$ cat src/rtl/bsm_pkg.sv
package bsm_pkg;

   localparam int unsigned CRD_W = 32;   // center coordinate, signed Q16.16
   localparam int unsigned RAD_W = 31;   // radius, unsigned Q15.16
   localparam int unsigned DL_W  = 33;   // center delta, signed
   localparam int unsigned MAG_W = 32 + 1;
   localparam int unsigned SQ_W  = 2 * MAG_W - 1;
   localparam int unsigned SUM_W = 66;   // sum of three squares
   localparam int unsigned RT_W  = SUM_W / 2;
   localparam int unsigned REM_W = RT_W + 1;
   localparam int unsigned DEN_W = RT_W + 1;
   localparam int unsigned NUM_W = MAG_W + RAD_W;
   localparam int unsigned QT_W  = RAD_W - 1;

   localparam int unsigned SQ_N   = RT_W;      // root stages, one bit each
   localparam int unsigned DIV_N  = QT_W;      // quotient stages, one bit each
   localparam int unsigned PRE_N  = 3 + SQ_N;  // delta, square, sum, root
   localparam int unsigned POST_N = 1 + DIV_N; // decide, quotient
   localparam int unsigned VLD_N  = PRE_N + POST_N + 1;

   typedef enum logic [1:0] {
      SRC_MERGE = 2'd0,
      SRC_A     = 2'd1,
      SRC_B     = 2'd2
   } src_type;

   typedef struct packed {
      logic [2:0][CRD_W-1:0] a;
      logic [2:0][CRD_W-1:0] b;
      logic [RAD_W-1:0]      ra;
      logic [RAD_W-1:0]      rb;
      logic [2:0][DL_W-1:0]  dl;
   } pre_type;

   typedef struct packed {
      src_type               src;
      logic [2:0][CRD_W-1:0] pick;
      logic [RAD_W-1:0]      radius;
      logic [2:0][CRD_W-1:0] mid;
      logic [2:0]            neg;
   } post_type;

endpackage

$ cat src/rtl/bsm_sqrt.sv
module bsm_sqrt
   import bsm_pkg::*;
(
   input  logic             clock,
   input  logic             en,
   input  logic [SUM_W-1:0] sum,
   output logic [RT_W-1:0]  root
);

   logic [REM_W-1:0] rem_ff  [SQ_N];
   logic [RT_W-1:0]  root_ff [SQ_N];
   logic [SUM_W-1:0] rad_ff  [SQ_N];

   for (genvar k = 0; k < SQ_N; k++) begin : g_stage
      logic [REM_W-1:0] rem_p;
      logic [RT_W-1:0]  root_p;
      logic [SUM_W-1:0] rad_p;
      logic [REM_W+1:0] rem2;
      logic [REM_W+1:0] trial;
      logic [REM_W+1:0] diff;
      logic             ge;

      if (k == 0) begin : g_first
         assign rem_p  = '0;
         assign root_p = '0;
         assign rad_p  = sum;
      end else begin : g_next
         assign rem_p  = rem_ff[k-1];
         assign root_p = root_ff[k-1];
         assign rad_p  = rad_ff[k-1];
      end

      // bring down the next bit pair, try root*4+1
      assign rem2  = {rem_p, rad_p[SUM_W-1 -: 2]};
      assign trial = (REM_W+2)'({root_p, 2'b01});
      assign diff  = rem2 - trial;
      assign ge    = rem2 >= trial;

      always_ff @(posedge clock) begin
         if (en) begin
            rem_ff[k]  <= ge ? diff[REM_W-1:0] : rem2[REM_W-1:0];
            root_ff[k] <= {root_p[RT_W-2:0], ge};
            rad_ff[k]  <= {rad_p[SUM_W-3:0], 2'b00};
         end
      end
   end

   assign root = root_ff[SQ_N-1];

endmodule

$ cat config.mk
export PLATFORM = sky130hd
export DESIGN_NAME = bsm_sqrt
export DESIGN_NICKNAME = d
export VERILOG_FILES = /design/src/rtl/bsm_pkg.sv /design/src/rtl/bsm_sqrt.sv
export SDC_FILE = /design/constraint.sdc
export NUM_CORES = 2
export LEC_CHECK = 0
export CORE_UTILIZATION = 40
export DETAILED_ROUTE_END_ITERATION = 10
export DONT_BUFFER_PORTS = 1
export GPL_TIMING_DRIVEN = 0
export HOLD_SLACK_MARGIN = 0.03
export PLACE_DENSITY = 0.58
export SETUP_SLACK_MARGIN = 0.2
export SLEW_MARGIN = 20
export SYNTH_ARGS = -nofsm -noshare
export SYNTH_HDL_FRONTEND = slang
export SYNTH_MEMORY_MAX_BITS = 65536
export SYNTH_SLANG_ARGS = --single-unit
$ cat constraint.sdc
create_clock -name clock -period 4.1 [get_ports clock]
set_input_delay 0.205 -clock clock [delete_from_list [all_inputs] [get_ports clock]]
set_output_delay 0.205 -clock clock [all_outputs]
set_load 0.005 [all_outputs]
Word level (Yosys, flattened, before mapping)
Memory sizes are Yosys's and may differ from the RTL's.
Cells that the tools add are included.
{"block": "classes", "muxes": 35, "order_cmp": 33, "add_sub_neg": 33}
{"op": "$ge 36x35->1", "n": 32}
{"op": "$mux 34", "n": 33}
{"op": "$sub 34x34->34", "n": 32}
{"op": "$sub 2x1->3 const B", "n": 1}
{"op": "$ge 2x1->1 const B", "n": 1}
{"op": "$mux 1", "n": 2}
{"block": "totals", "memories": 3, "ramBits": 4323, "output_inout_bits": 33, "regBits": 0, "in_bits": 68}
{"name": "rad_ff", "depth": 33, "width": 64, "rd": 32, "rd_clocked_by_memory_dff": 0, "wr": 33, "line": "bsm_sqrt.sv:12", "source": "logic [SUM_W-1:0] rad_ff [SQ_N];"}
{"name": "rem_ff", "depth": 33, "width": 34, "rd": 32, "rd_clocked_by_memory_dff": 0, "wr": 33, "line": "bsm_sqrt.sv:10", "source": "logic [REM_W-1:0] rem_ff [SQ_N];"}
{"name": "root_ff", "depth": 33, "width": 33, "rd": 33, "rd_clocked_by_memory_dff": 0, "wr": 33, "line": "bsm_sqrt.sv:11", "source": "logic [RT_W-1:0] root_ff [SQ_N];"}

Logic depth before layout (Yosys ltp)
An unclocked memory read counts as a cell.
{"block": "logic_depth", "depth_word": 3, "ltp_mapped": 15}

Worst setup path before layout
Ideal clock, no wire load.
{"block": "synth_timing", "path_type": "register -> register", "start": "memory rem_ff[0][226] (netlist name)", "end": "memory rem_ff[0][260] (netlist name), data pin", "required_time_ns": 3.829, "n_path_buf": 1, "synth_period_minus_slack_ns": 3.318, "setup_slack_ns": 0.782, "path_stages_with_launch": 11, "arrival_ns": 3.046, "cell_sequence": "edfxtp_1 > or3_4 > or4_1 > or2_1 > or3_1 > or4_4 > o31ai_4 > buf_6 > or2_2 > nor4_1 > xor2_1"}
{"item": "from (decl)", "line": "bsm_sqrt.sv:10"}

==> qor.csv <==
metric,value,unit
io_buffers,0,
holdCritStartpoint,en,
fmax,256,MHz
clock-sinks,2654,
cp_cell_sequence,or3_1 > or3_1 > or4_1 > or3_1 > nor4_2 > inv_2 > o21ai_1 > buf_2 > nor4_1 > xor2_1,
rows,203,
irDropWorstVdd,0.000433,V
ant_nets,0,
clk_latency,0.90,ns
vias_per_cell,5.24,
hp-class,input pin to flop,
maxSlewViolCount,0,
place_ws,-0.656,ns
slowest_delay,0.45,ns
power,79.7,mW
synth_nets,10305,
seqPwrFrac,0.462,
postSynthCellCount,9641,
finalSetupViolCount,0,
firstDrtPassIters,8,
power_density,565,nW/um^2
layout_setup_ws,0.191,ns
critPathCaptureType,flop,
cp_num_buf_inv,2,
synth_edf_count,2654,
antenna_found_initial,4,
cts_tree,yes,
p_leak,53.0,nW
drive_above_1_share,0.0659,
fin_skew,0.0426,ns
ys_types,95,
stdcell_area,141000,sq um
tightest_slew,1.24,ns
core-area,307000,sq um
gp_congestion,0.880,
synthFlopType,edfxtp_1,
final-instance-count-excl-fill,14427,
place_hpwl,192000,microns
syn_avg_cell_area,12.8,sq um
drt_iter0_drc,6062,
clockBufferDepth,4,
hold_viol,0,
placed_cells,13757,
first_global_vias,74938,
tns,0,ns
worstHoldPathCells,3,
die_h,558,microns
htree_num_levels,5,
relSlewSlack,0.176,
die_area,312000,sq um
cap_violations,0,
cp.arrival,4.52,ns
worstReg2RegEnd,rem_ff[0][403]$_DFFE_PP_,
synthArstFlopShare,0,
synth_area,124000,sq um
syn2layout_area_growth,13.8,%
yosys_warnings,0,
grt_pass1_wl,418000,microns
cp-start-kind,flop,
final_util,0.459,
swShare,0.294,
cts-root-buf,clkbuf_16,
grt_max_degree,207,
worstPathMaxFanout,10,
cp_top_family,simple AND/OR/NAND/NOR gates,
placed_cell_area,129000,sq um
cpMaxStageDelayCell,or4_1,
r2r_start,rem_ff[0][360]$_DFFE_PP_,
ys_ff_latch,2654,
pin_count,101,
routed_wl,267000,microns
vias,75631,
die_w,558,microns
grt_overflow,0,
power.switching,23.4,mW
grt_setup_unrepaired,yes,
grt.total_usage,0.169,
yosysSeqAreaShare,0.643,
status,"complete, no violations",
power_frac_comb,0.216,
path_clk_slew,0.06,ns
drcViolationCount,0,
timing.hold.ws,0.0620,ns
initial_utilization,0.404,
crit_top_cell,or3_1,
nets,10772,
min_period,3.91,ns
post-route-period-util,0.953,
holdPathEnd,rem_ff[0][436]$_DFFE_PP_,
reg2reg_depth,10,
p_int,56.3,mW
wl_per_cell,18.5,microns
cp.required,4.71,ns
crit_type,flop to flop,
reg2reg_slack,0.19,ns
cts_buffers,297,
power.share.clock,0.323,
synth_stat cells (61+ instances only):
cell      instances  share of area
nand2_1         713          0.022
a21oi_1         582          0.024
nand4_1         102         0.0052
or4_1            61         0.0037
nor4_1          140         0.0071
o31ai_1          65         0.0039
inv_1           750          0.023
nor2_1          540          0.016
edfxtp_1       2654           0.64
o21a_1          100         0.0061
a21o_1          250          0.015
o21ai_0         538          0.022
xnor2_1         418          0.030
nand2b_1        118         0.0060
nand3_1         160         0.0065
clkbuf_1        175         0.0053
or3_1            92         0.0046
nor3_1          236         0.0095
nor2b_1          90         0.0045
ha_1            596          0.060
xor2_1          451          0.032
final cells by class:
class | instances | area [sq um]
Tap cell | 4100 | 5130
Buffer | 204 | 872
Inverter | 757 | 2840
Clock buffer | 348 | 7730
Timing Repair Buffer | 168 | 2060
Multi-Input combinational cell | 6026 | 41000
Antenna cell | 2 | 5.00
Sequential cell | 2654 | 79700
Fill cell | 27662 | 166000
Clock inverter | 168 | 1670
tightest hold or removal path: stages:
cell and delay, ns:
buf_16 0.13, buf_16 0.16, buf_16 0.21
cell families (layout without fill, tap and decap cells):
kind of cell,count (synthesis),after routing,synth area share
other cells,1,3,0.0000303
xor+xnor,869,869,0.0614
buf+inv,961,1645,0.0293
flops,2654,2654,0.643
simple gates,2512,2512,0.101
compound gates,1985,1985,0.0995
fa+ha+maj,596,596,0.0602
mux,63,63,0.00556
cell usage in the layout (no fill, tap or decap), types with 22 or more instances in the layout:
cell type      count
a211oi_1          50
a21o_1           250
a21oi_1          573
a31oi_1           47
and2_1            28
and3_1            46
and4_1            22
buf_16            22
clkbuf_1         178
clkbuf_16        302
clkbuf_2          44
clkinv_1          61
clkinv_2          41
dlygate4sd3_1    133
edfxtp_1        2654
ha_1             596
inv_1            750
mux2_2            31
nand2_1          713
nand2b_1         118
nand3_1          160
nand4_1          102
nor2_1           540
nor2b_1           90
nor3_1           231
nor4_1           134
o211ai_1          30
o21a_1           100
o21ai_0          535
o21ai_1           26
o21bai_1          58
o31ai_1           58
or2_2             48
or3_1             92
or4_1             61
xnor2_1          418
xor2_1           451
timing repair:
item / CTS / global route
gates resized for setup: 69 / 88
buffers inserted: 5 / 5
pin swaps: 2 / 5
endpoints found under the hold margin: 580 / 0
gates cloned: 0 / 0
hold buffers: 142 / 0
setup endpoints to repair: 303 / 383
registers in the layout, summed over array words and instances, names as in the netlist:
name and flops:
rem_ff 1037, root_ff 561, rad_ff 1056
routing by layer:
layer	vias up	wire [microns]	GRT usage
li1	36696	-	-
met1	36945	117000	0.219
met2	1561	132000	0.294
met3	429	9910	0.0195
met4	0	7300	0.0519
met5	-	0	0
worst max path at each step:
stage,startpoint,end,slack (ns),cells past startpoint
2_1_floorplan,rem_ff[0][226]$_DFFE_PP_,rem_ff[0][260]$_DFFE_PP_,0.78,10
3_3_place_gp,root_ff[0][805]$_DFFE_PP_,rem_ff[0][875]$_DFFE_PP_,-1.18,9
3_5_place_dp,rem_ff[0][996]$_DFFE_PP_,rem_ff[0][1044]$_DFFE_PP_,-0.66,12
4_1_cts,rem_ff[0][996]$_DFFE_PP_,rem_ff[0][1044]$_DFFE_PP_,0.18,12
5_1_grt,rem_ff[0][360]$_DFFE_PP_,rem_ff[0][403]$_DFFE_PP_,-0.01,10
6_report,rem_ff[0][360]$_DFFE_PP_,rem_ff[0][403]$_DFFE_PP_,0.19,10
power groups by stage:
stage                     registers [mW]  logic, mW  clock network, mW
after floorplan                     36.2       12.2                  0
after global placement              37.4       16.1                  0
after detailed placement            37.4       16.8                  0
after CTS                           36.9       17.1               26.6
after global routing                37.1       19.1               27.6
final                               36.8       17.2               25.7
No activity file was read; power rests on OpenSTA's default activity.
